<file path="config.mk">
export PLATFORM = sky130hd
export DESIGN_NAME = priority_task_scheduler
export DESIGN_NICKNAME = d
export VERILOG_FILES = /design/src/hw/rtl/pts_pkg.sv /design/src/hw/rtl/priority_task_scheduler.sv /design/src/hw/rtl/pts_table.sv /design/src/hw/rtl/pts_picker.sv
export SDC_FILE = /design/constraint.sdc
export NUM_CORES = 1
export LEC_CHECK = 0
export ABC_CLOCK_PERIOD_IN_PS = 14500
export BUFFER_PORTS_ARGS = -buffer_cell sky130_fd_sc_hd__buf_2
export CAP_MARGIN = 25
export CORE_MARGIN = 1.5
export CORE_UTILIZATION = 60
export CTS_CLUSTER_DIAMETER = 80
export CTS_CLUSTER_SIZE = 20
export DETAILED_ROUTE_END_ITERATION = 12
export PLACE_DENSITY = 0.82
export SETUP_SLACK_MARGIN = 0.4
export SLEW_MARGIN = 20
export SYNTH_ARGS = -nofsm -noshare
export SYNTH_HDL_FRONTEND = slang
export SYNTH_HIERARCHICAL = 1
export SYNTH_SLANG_ARGS = --single-unit
export TNS_END_PERCENT = 1
</file>
<file path="constraint.sdc">
create_clock -name clk -period 14.5 [get_ports clk]
set_input_delay 0 -clock clk [delete_from_list [all_inputs] [get_ports clk]]
set_output_delay 0 -clock clk [all_outputs]
set_load 0.01 [all_outputs]
</file>
<file path="src/hw/rtl/pts_pkg.sv">
// ----------------------------------------------------------------------------
// pts_pkg
// Shared codes, types and defaults of the priority task scheduler.
// ----------------------------------------------------------------------------
`default_nettype none

package pts_pkg;

  localparam int MAX_TASKS_DEF  = 8;
  localparam int TICK_WIDTH_DEF = 32;

  localparam logic [2:0] OP_CREATE   = 3'd0;
  localparam logic [2:0] OP_DELAY    = 3'd1;
  localparam logic [2:0] OP_SUSPEND  = 3'd2;
  localparam logic [2:0] OP_ACTIVATE = 3'd3;
  localparam logic [2:0] OP_TICK     = 3'd4;

  typedef logic [1:0] tstat_t;

  localparam tstat_t ST_READY     = 2'd0;
  localparam tstat_t ST_RUNNING   = 2'd1;
  localparam tstat_t ST_WAITING   = 2'd2;
  localparam tstat_t ST_SUSPENDED = 2'd3;

  // per-field write enables of the task table
  typedef struct packed {
    logic prio;
    logic stat;
    logic cnt;
  } pts_we_t;

endpackage

`default_nettype wire

</file>
<file path="src/hw/rtl/priority_task_scheduler.sv">
// ----------------------------------------------------------------------------
// priority_task_scheduler
// Task table and dispatcher of a small preemptive kernel: applies one
// operation per item, then scans the table to pick the running task.
//
//   channel  ports                                         handshake
//   input    operation prio auto_start delay_ticks         start, busy
//            target_task
//   result   running_task switch_flag new_handle status    done strobe
//            clock_value
//
// busy is high from accept through the operation state, the scan, which reads
// each created task through the single read port and waits out the registered
// read latency before it closes, and the status write states S_FIX and S_SET.
// done is registered in S_SET and rises as busy falls; the result is taken
// with it.
// Reset clears the task count, the clock and selects the idle task.
// done lasts one cycle; the receiver cannot stall.
// ----------------------------------------------------------------------------
`default_nettype none

module priority_task_scheduler import pts_pkg::*; #(
  parameter int MAX_TASKS  = MAX_TASKS_DEF,
  parameter int TICK_WIDTH = TICK_WIDTH_DEF
) (
  input  wire logic        clk,
  input  wire logic        rst,
  input  wire logic        start,
  output logic             busy,
  input  wire logic [2:0]  operation,
  input  wire logic [7:0]  prio,
  input  wire logic        auto_start,
  input  wire logic [31:0] delay_ticks,
  input  wire logic [2:0]  target_task,
  output logic             done,
  output logic [3:0]       running_task,
  output logic             switch_flag,
  output logic [2:0]       new_handle,
  output logic             status,
  output logic [31:0]      clock_value
);

  localparam int ADDR_W = (MAX_TASKS > 1) ? $clog2(MAX_TASKS) : 1;
  localparam int IDX_W  = $clog2(MAX_TASKS + 1);
  localparam int TGT_W  = (IDX_W > 3) ? IDX_W : 3;

  localparam logic [2:0] S_IDLE = 3'd0;
  localparam logic [2:0] S_OP   = 3'd1;
  localparam logic [2:0] S_SCAN = 3'd2;
  localparam logic [2:0] S_FIX  = 3'd3;
  localparam logic [2:0] S_SET  = 3'd4;

  logic [2:0]            state;
  logic [IDX_W-1:0]      count;
  logic [IDX_W-1:0]      cur;
  logic [TICK_WIDTH-1:0] gclock;
  logic [IDX_W-1:0]      rd_idx;
  logic                  rv;
  logic [IDX_W-1:0]      rv_idx;
  tstat_t                cur_stat;
  logic [IDX_W-1:0]      handle;
  logic                  refused;

  logic [2:0]            op_q;
  logic [7:0]            prio_q;
  logic                  auto_q;
  logic [31:0]           ticks_q;
  logic [2:0]            target_q;

  pts_we_t               we;
  logic [ADDR_W-1:0]     wr_addr;
  logic [7:0]            wr_prio;
  tstat_t                wr_stat;
  logic [TICK_WIDTH-1:0] wr_wait;
  logic [7:0]            rd_prio;
  tstat_t                rd_stat;
  logic [TICK_WIDTH-1:0] rd_wait;

  logic                  issue;
  logic                  cur_task;
  logic                  upd_we;
  tstat_t                upd_stat;
  logic [TICK_WIDTH-1:0] upd_wait;
  logic [TICK_WIDTH-1:0] dly;
  logic [IDX_W-1:0]      next_sel;
  logic                  fix_cond;

  assign busy     = (state != S_IDLE);
  assign issue    = (rd_idx < count);
  assign cur_task = (cur < count);
  assign dly      = TICK_WIDTH'(ticks_q);
  assign fix_cond = (next_sel != cur) && cur_task && (cur_stat == ST_RUNNING);

  pts_table #(
    .MAX_TASKS (MAX_TASKS),
    .TICK_WIDTH(TICK_WIDTH)
  ) u_table (
    .clk    (clk),
    .we     (we),
    .wr_addr(wr_addr),
    .wr_prio(wr_prio),
    .wr_stat(wr_stat),
    .wr_wait(wr_wait),
    .rd_addr(rd_idx[ADDR_W-1:0]),
    .rd_prio(rd_prio),
    .rd_stat(rd_stat),
    .rd_wait(rd_wait)
  );

  pts_picker #(
    .MAX_TASKS(MAX_TASKS)
  ) u_picker (
    .clk     (clk),
    .clear   (state == S_OP),
    .valid   ((state == S_SCAN) && rv),
    .idx     (rv_idx),
    .prio    (rd_prio),
    .stat    (upd_stat),
    .best_idx(next_sel)
  );

  // tick countdown of the entry just read
  always_comb begin
    upd_we   = 1'b0;
    upd_stat = rd_stat;
    upd_wait = rd_wait;
    if ((op_q == OP_TICK) && (rd_stat == ST_WAITING)) begin
      upd_we = 1'b1;
      if (rd_wait <= TICK_WIDTH'(1)) begin
        upd_wait = '0;
        upd_stat = ST_READY;
      end else begin
        upd_wait = rd_wait - TICK_WIDTH'(1);
      end
    end
  end

  always_comb begin
    we      = '0;
    wr_addr = '0;
    wr_prio = prio_q;
    wr_stat = ST_READY;
    wr_wait = '0;
    unique case (state)
      S_OP: begin
        unique case (op_q)
          OP_CREATE: begin
            if (count < IDX_W'(MAX_TASKS)) begin
              we      = '{prio: 1'b1, stat: 1'b1, cnt: 1'b1};
              wr_addr = count[ADDR_W-1:0];
              wr_stat = auto_q ? ST_READY : ST_SUSPENDED;
            end
          end
          OP_DELAY: begin
            if (cur_task) begin
              we.stat = 1'b1;
              we.cnt  = 1'b1;
              wr_addr = cur[ADDR_W-1:0];
              wr_stat = ST_WAITING;
              wr_wait = (dly == '0) ? TICK_WIDTH'(1) : dly;
            end
          end
          OP_SUSPEND: begin
            if (cur_task) begin
              we.stat = 1'b1;
              wr_addr = cur[ADDR_W-1:0];
              wr_stat = ST_SUSPENDED;
            end
          end
          OP_ACTIVATE: begin
            if (TGT_W'(target_q) < TGT_W'(count)) begin
              we.stat = 1'b1;
              wr_addr = ADDR_W'(target_q);
              wr_stat = ST_READY;
            end
          end
          default: ;
        endcase
      end
      S_SCAN: begin
        if (rv && upd_we) begin
          we.stat = 1'b1;
          we.cnt  = 1'b1;
          wr_addr = rv_idx[ADDR_W-1:0];
          wr_stat = upd_stat;
          wr_wait = upd_wait;
        end
      end
      S_FIX: begin
        if (fix_cond) begin
          we.stat = 1'b1;
          wr_addr = cur[ADDR_W-1:0];
          wr_stat = ST_READY;
        end
      end
      S_SET: begin
        if (next_sel < IDX_W'(MAX_TASKS)) begin
          we.stat = 1'b1;
          wr_addr = next_sel[ADDR_W-1:0];
          wr_stat = ST_RUNNING;
        end
      end
      default: ;
    endcase
  end

  always_ff @(posedge clk) begin
    if (rst) begin
      state  <= S_IDLE;
      count  <= '0;
      cur    <= IDX_W'(MAX_TASKS);
      gclock <= '0;
      done   <= 1'b0;
      rv     <= 1'b0;
    end else begin
      done <= 1'b0;
      unique case (state)
        S_IDLE: begin
          if (start) begin
            state <= S_OP;
          end
        end
        S_OP: begin
          if ((op_q == OP_CREATE) && (count < IDX_W'(MAX_TASKS))) begin
            count <= count + IDX_W'(1);
          end
          if (op_q == OP_TICK) begin
            gclock <= gclock + TICK_WIDTH'(1);
          end
          rv    <= 1'b0;
          state <= S_SCAN;
        end
        S_SCAN: begin
          rv <= issue;
          if (!issue && !rv) begin
            state <= S_FIX;
          end
        end
        S_FIX: begin
          state <= S_SET;
        end
        S_SET: begin
          cur   <= next_sel;
          done  <= 1'b1;
          state <= S_IDLE;
        end
        default: begin
          state <= S_IDLE;
        end
      endcase
    end
  end

  always_ff @(posedge clk) begin
    if ((state == S_IDLE) && start) begin
      op_q     <= operation;
      prio_q   <= prio;
      auto_q   <= auto_start;
      ticks_q  <= delay_ticks;
      target_q <= target_task;
    end
    if (state == S_OP) begin
      rd_idx   <= '0;
      cur_stat <= ST_SUSPENDED;
      handle   <= '0;
      refused  <= 1'b0;
      if (op_q == OP_CREATE) begin
        if (count < IDX_W'(MAX_TASKS)) begin
          handle <= count;
        end else begin
          refused <= 1'b1;
        end
      end
    end
    if (state == S_SCAN) begin
      if (issue) begin
        rd_idx <= rd_idx + IDX_W'(1);
      end
      rv_idx <= rd_idx;
      if (rv && (rv_idx == cur)) begin
        cur_stat <= upd_stat;
      end
    end
    if (state == S_SET) begin
      running_task <= 4'(next_sel);
      switch_flag  <= (next_sel != cur);
      new_handle   <= 3'(handle);
      status       <= refused;
      clock_value  <= 32'(gclock);
    end
  end

endmodule

`default_nettype wire

</file>
<file path="src/hw/rtl/pts_table.sv">
// ----------------------------------------------------------------------------
// pts_table
// Task table memory: priority, status and wait count per task, one write
// port with field enables, one registered read port.
// ----------------------------------------------------------------------------
`default_nettype none

module pts_table import pts_pkg::*; #(
  parameter int MAX_TASKS  = MAX_TASKS_DEF,
  parameter int TICK_WIDTH = TICK_WIDTH_DEF,
  localparam int ADDR_W    = (MAX_TASKS > 1) ? $clog2(MAX_TASKS) : 1
) (
  input  wire logic                  clk,
  input  wire pts_we_t               we,
  input  wire logic [ADDR_W-1:0]     wr_addr,
  input  wire logic [7:0]            wr_prio,
  input  wire tstat_t                wr_stat,
  input  wire logic [TICK_WIDTH-1:0] wr_wait,
  input  wire logic [ADDR_W-1:0]     rd_addr,
  output logic [7:0]                 rd_prio,
  output tstat_t                     rd_stat,
  output logic [TICK_WIDTH-1:0]      rd_wait
);

  logic [7:0]            prio_mem [MAX_TASKS];
  tstat_t                stat_mem [MAX_TASKS];
  logic [TICK_WIDTH-1:0] wait_mem [MAX_TASKS];

  always_ff @(posedge clk) begin
    if (we.prio) begin
      prio_mem[wr_addr] <= wr_prio;
    end
    if (we.stat) begin
      stat_mem[wr_addr] <= wr_stat;
    end
    if (we.cnt) begin
      wait_mem[wr_addr] <= wr_wait;
    end
    rd_prio <= prio_mem[rd_addr];
    rd_stat <= stat_mem[rd_addr];
    rd_wait <= wait_mem[rd_addr];
  end

endmodule

`default_nettype wire

</file>
<file path="src/hw/rtl/pts_picker.sv">
// ----------------------------------------------------------------------------
// pts_picker
// Shared compare unit: keeps the best ready or running task seen so far,
// one entry per cycle; strict compare so the lowest index wins on a tie.
// ----------------------------------------------------------------------------
`default_nettype none

module pts_picker import pts_pkg::*; #(
  parameter int MAX_TASKS = MAX_TASKS_DEF,
  localparam int IDX_W    = $clog2(MAX_TASKS + 1)
) (
  input  wire logic             clk,
  input  wire logic             clear,
  input  wire logic             valid,
  input  wire logic [IDX_W-1:0] idx,
  input  wire logic [7:0]       prio,
  input  wire tstat_t           stat,
  output logic [IDX_W-1:0]      best_idx
);

  logic [7:0] best_prio;
  logic       qual;

  assign qual = (stat == ST_READY) || (stat == ST_RUNNING);

  always_ff @(posedge clk) begin
    if (clear) begin
      best_prio <= '0;
      best_idx  <= IDX_W'(MAX_TASKS);
    end else if (valid && qual && (prio > best_prio)) begin
      best_prio <= prio;
      best_idx  <= idx;
    end
  end

endmodule

`default_nettype wire

</file>
==> metrics, run 1 <==
YS warnings 6; FMAX roughly 0.26 GHz; CP Class reg2reg; CTS clk-pin slew, worst paths ~90 ps; Die Area approximately 0.036 mm2; row count 68; Synth Cell Area roughly 0.021 mm2; run status complete, no violations; Pwr Total 2.66 mW; worst-path fanout max 32; Cells after Synth 1245; maximum vdd drop ~0.13 mV; clk root buf clkbuf_16; First-pass DRT Iterations 6; layout cell share with drive strength beyond 1 21.1%; Num CTS Buffers 30; CP peak stage delay 640 ps; clock sink count approximately 540; Tmin final around 3900 ps; Die Span Y around 190 um; port bufs just over 90; area delta synth->final 10.9%; power density cells 113 mW/mm2; Leak 6.97 nW; vias 11300; All-Layer GR Usage 22.9%; Multi-input gate area 0.00577 mm2; fill count 2203; CTS tree yes; largest net degree at the start of global routing between 60 and 70; DP Wirelength 24000 um; post-CTS sizing 0; unrepaired setup endpoints after global routing false; CP Cell Sequence or3b_1 -> inv_1 -> nand2b_1 -> a2111oi_0 -> a221o_1 -> nand2_1 -> nor2_4 -> buf_4; crit end category flip-flop; CP delay by family, top simple AND/OR/NAND/NOR gates; Critical Path RT 14710 ps; vias per cell 6.10; routed wire length 40500 um; final hold vios 0; crit path buf inv count 2; Core Box Area 0.0346 mm2; clk buf depth 3; MaxCap Viol Count 0; routed len/inst approximately 22 um; initial cell density of the core about three fifths; CP arrival between 4000 and 5000 ps; number of global-route vias before repair ~11000; register area 0.0151 mm2; Final nets around 1400; max-slew violation count 0; hold_buf cts 48; clk_lat worst skew 590 ps; clk_skew 24.8 ps; slew of the pin with the lowest slew margin approximately 940 ps; part of the cycle the worst path needs 26.8%; Min Hold Slack 37.3 ps; routability congestion estimate around 0.9; Avg Synthesized Cell Area about 17 um2; postcts setup bufs 0; IO Count slightly above 90; Hold Crit Class in2reg; relative max-transition margin between 30% and 40%; Detailed Route Iter0 Violations 1186; grt total ovfl 0; initial antenna violation count 1; DRC 0; Worst path slowest cell a2111oi_0; htree depth 1; final setup TNS 0 ps; critical path launch point type flip-flop; global-route wire length before repair 63400 um; Die X approximately 190 um; syn nets between 1000 and 1500; antenna-violating nets left 0; final setup vio count 0
per-stage QoR:
stage               area [um2]  setup WS [ps]  std cells  utilization (%)
detailed placement       22100          10200       1751             63.8
global placement         22100          10090       1750             63.8
global route             23500          10270       1856             67.8
finish                   23500          10620       1857             67.9
CTS                      23500          10190       1855             67.8
floorplan                21200           7830       1245                -
layout by cell type (no fill, tap or decap), drive strengths merged, types with 31 or more instances in the layout:
| cell type | instances |
|---|---|
| buf | 107 |
| clkbuf | 56 |
| dfxtp | 105 |
| dlygate4sd3 | 48 |
| edfxtp | 432 |
| mux2 | 42 |
| mux4 | 84 |
| nand2 | 35 |
| nand2b | 34 |
| nor2 | 86 |
| nor4 | 31 |
| xnor2 | 55 |
power by group:
| part | internal, mW | total (mW) | leakage, nW | switching [mW] |
|---|---|---|---|---|
| Clock | 0.408 | 0.863 | 0.418 | 0.456 |
| Combinational | 0.0472 | 0.0942 | 2.19 | 0.0469 |
| Sequential | 1.68 | 1.71 | 4.36 | 0.0292 |
state kept, by name (all words and copies together), names as in the netlist, 4 cells and up:
signal and count:
u_table/wait_mem 256, u_table/prio_mem 64, clock_value 32, dly 32, gclock 32, u_table/rd_wait 32
u_table/stat_mem 16, prio_q 8, u_picker/best_prio 8, u_table/rd_prio 8, count 4, cur 4
rd_idx 4, running_task 4, rv_idx 4, u_picker/best_idx 4
layout make-up:
class	count	share of cell area (%)
multi-input combinational	625	24.6
sequential	537	64.2
timing repair buffer	155	4.62
antenna	1	0.0107
inverter	28	0.447
tap	455	2.42
clock buffer	56	3.74
metal layers:
| metal | GRT usage (%) | share of wire (%) | up-vias |
|---|---|---|---|
| met1 | 32.0 | 41 | 5704 |
| met4 | 5.39 | 2.2 | 0 |
| met2 | 38.3 | 49 | 480 |
| li1 | - | - | 5091 |
| met3 | 3.39 | 7.4 | 61 |
| met5 | 0 | 0 | - |
worst paths after layout:
path / startpoint / to / slack, ps / cells past startpoint
worst max-delay path: state[0] / u_table/wait_mem[7][2] / 10620 / 8
worst min-delay path: rst / count[1] / 40 / 2
worst max register to register: state[0] / u_table/wait_mem[7][2] / 10620 / 8
worst min register to register: handle[0] / new_handle[0] / 430 / 0
(Power assumes the default switching activity.)
==> run 2, diff against run 1 <==
--- a/config.mk
+++ b/config.mk
@@ -5,15 +5,15 @@
 export SDC_FILE = /design/constraint.sdc
 export NUM_CORES = 1
 export LEC_CHECK = 0
-export ABC_CLOCK_PERIOD_IN_PS = 14500
+export ABC_CLOCK_PERIOD_IN_PS = 3210
 export BUFFER_PORTS_ARGS = -buffer_cell sky130_fd_sc_hd__buf_2
 export CAP_MARGIN = 25
 export CORE_MARGIN = 1.5
-export CORE_UTILIZATION = 60
+export CORE_UTILIZATION = 55
 export CTS_CLUSTER_DIAMETER = 80
 export CTS_CLUSTER_SIZE = 20
 export DETAILED_ROUTE_END_ITERATION = 12
-export PLACE_DENSITY = 0.82
+export PLACE_DENSITY = 0.79
 export SETUP_SLACK_MARGIN = 0.4
 export SLEW_MARGIN = 20
 export SYNTH_ARGS = -nofsm -noshare
==> constraint.sdc (replaced) <==
create_clock -name clk -period 3.21 [get_ports clk]
set_input_delay 0 -clock clk [delete_from_list [all_inputs] [get_ports clk]]
set_output_delay 0 -clock clk [all_outputs]
set_load 0.01 [all_outputs]
==> run 2 against run 1 <==
Effect of this change:
- flip-flop and latch count unchanged
- critical endpoint is now u_picker/best_idx[0]
- total power increased to 4.6 times the previous value
- combinational power increased to 5.1 times the previous value
- core utilization decreased by 3.6 points
- wire length increased by 4.8%
- sequential power increased to 4.5 times the previous value
- largest power group unchanged
==> metrics, run 2 (same netlist as run 1, synthesis figures left out) <==
clk buf depth 3; fill count 2546; CP Class reg2reg; largest net degree at the start of global routing 48; Worst R2R Path Depth 10; run status complete, no violations; IO Count 93; htree depth 1; relative max-transition margin between 40% and 50%; Worst R2R Setup Slack 220 ps; Die X ~200 um; routed len/inst 21.6 um; CTS tree yes; final core utilization between 60% and 70%; clk root buf clkbuf_16; slew of the pin with the lowest slew margin 849 ps; initial antenna violation count 0; routed wire length about 42000 um; register area between 0.015 and 0.02 mm2; commonest cells after routing, fill and taps aside 432 x edfxtp_1, 100 x dfxtp_1, 92 x buf_2; DP Wirelength 24700 um; Leak 7.32 nW; DRC 0; clk_lat worst skew 620 ps; Hold Crit Class in2reg; First-pass DRT Iterations 5; final setup vio count 0; Core Box Area approximately 0.038 mm2; area delta synth->final 14.5%; initial cell density of the core 56.1%; Critical Path RT between 3000 and 4000 ps; clock sink count 537; Die Area 0.0397 mm2; All-Layer GR Usage between 20% and 30%; worst-path fanout max 6; Final nets 1500; part of the cycle the worst path needs approximately 93%; CP arrival around 3500 ps; global-route wire length before repair 65200 um; power density cells around 500 mW/mm2; Die Span Y around 200 um; port bufs 92; MaxCap Viol Count 0; Tmin final 2990 ps; routability congestion estimate 0.890; Largest Register u_table/wait_mem; grt total ovfl 0; Num CTS Buffers 31; HP Start delay_ticks[1]; RR Startpoint u_table/rd_wait[25]; critical path launch point type flip-flop; CP endpoint u_picker/best_idx[0]; Final WS setup approximately 220 ps; CTS clk-pin slew, worst paths 90 ps; Multi-input gate area roughly 0.0059 mm2; max-slew violation count 0; Detailed Route Iter0 Violations approximately 1100; layout cell share with drive strength beyond 1 between 20 and 30%; antenna-violating nets left 0; Largest regs u_table/wait_mem (256), u_table/prio_mem (64); clk_skew 31.6 ps; crit end category flip-flop; vias about 11000; leading cell type in the layout, fill and taps excluded edfxtp_1; FMAX about 0.33 GHz; Largest register FFs between 200 and 300; vias per cell 5.84; ANT cells 0; final hold vios 0; maximum vdd drop 0.509 mV; reg2reg end u_picker/best_idx[0]; row count 71; critical path launch point u_table/rd_wait[25]; number of global-route vias before repair about 12000; pre-CTS setup slack -85.6 ps; unrepaired setup endpoints after global routing true
==> run 2: cell types whose count changed in the layout (fill, tap and decap cells not counted), sizes merged <==
cell / change
clkinv: +1
inv: +3
nor2: +1
dlygate4sd3: +1
diode: -1
buf: +47
==> run 2: worst min path at each step <==
stage               to  slack (ps)  cells after the start
6_report        dly[1]          80                      2
5_1_grt         dly[0]          70                      2
4_1_cts         dly[7]          70                      2
3_5_place_dp   dly[28]         180                      1
3_3_place_gp   dly[27]         180                      1
2_1_floorplan   auto_q         100                      0
==> run 2: final cells by class <==
class | count | share of cell area, %
clock buffer | 54 | 3.64
clock inverter | 4 | 0.175
inverter | 28 | 0.433
multi-input combinational | 626 | 24.2
sequential | 537 | 62.2
tap | 511 | 2.64
timing repair buffer | 205 | 6.68
==> run 2: critical path, cell delays in order (launching register included) <==
cell and delay (ps):
dfxtp_2 330, or4_4 530, or4_4 430, or4_4 590, o21ai_2 170, inv_1 60, nor2b_2 130, nand4_1 140
a21oi_4 220, nor2_4 110, mux2i_1 130
==> run 2: what timing repair did <==
| item | in CTS | in global routing |
|---|---|---|
| cloned | 1 | 2 |
| resized for setup | 16 | 8 |
| pin swaps | 7 | 2 |
| hold endpoints to repair | 81 | 0 |
| endpoints found under the setup margin | 580 | 604 |
| setup buffers | 3 | 2 |
| hold buffers | 49 | 0 |
==> run 2: power by group <==
group	switching (mW)	internal (mW)
Combinational	0.247	0.234
Clock	2.18	1.89
Sequential	0.107	7.58
==> run 2: metrics by stage <==
step | power, mW | TNS, ps | cells | area, um2 | hold WS, ps
2_1_floorplan | 8.09 | -84230 | 1245 | 21300 | 98.9
3_3_place_gp | 8.25 | 0 | 1850 | 22700 | 176
3_5_place_dp | 8.26 | -899 | 1850 | 22700 | 178
4_1_cts | 12.3 | 0 | 1961 | 24200 | 65.8
5_1_grt | 12.6 | 0 | 1965 | 24300 | 74.4
6_report | 12.2 | 0 | 1965 | 24300 | 79.6
==> run 2: routing by layer <==
metal	share of wire, %	up-vias	GRT usage [%]	wire [um]
li1	-	5204	-	-
met1	43	5799	30.5	18100
met2	50	411	36.6	21100
met3	5.9	55	2.65	2510
met4	1.9	0	4.88	789
met5	0	-	0	0
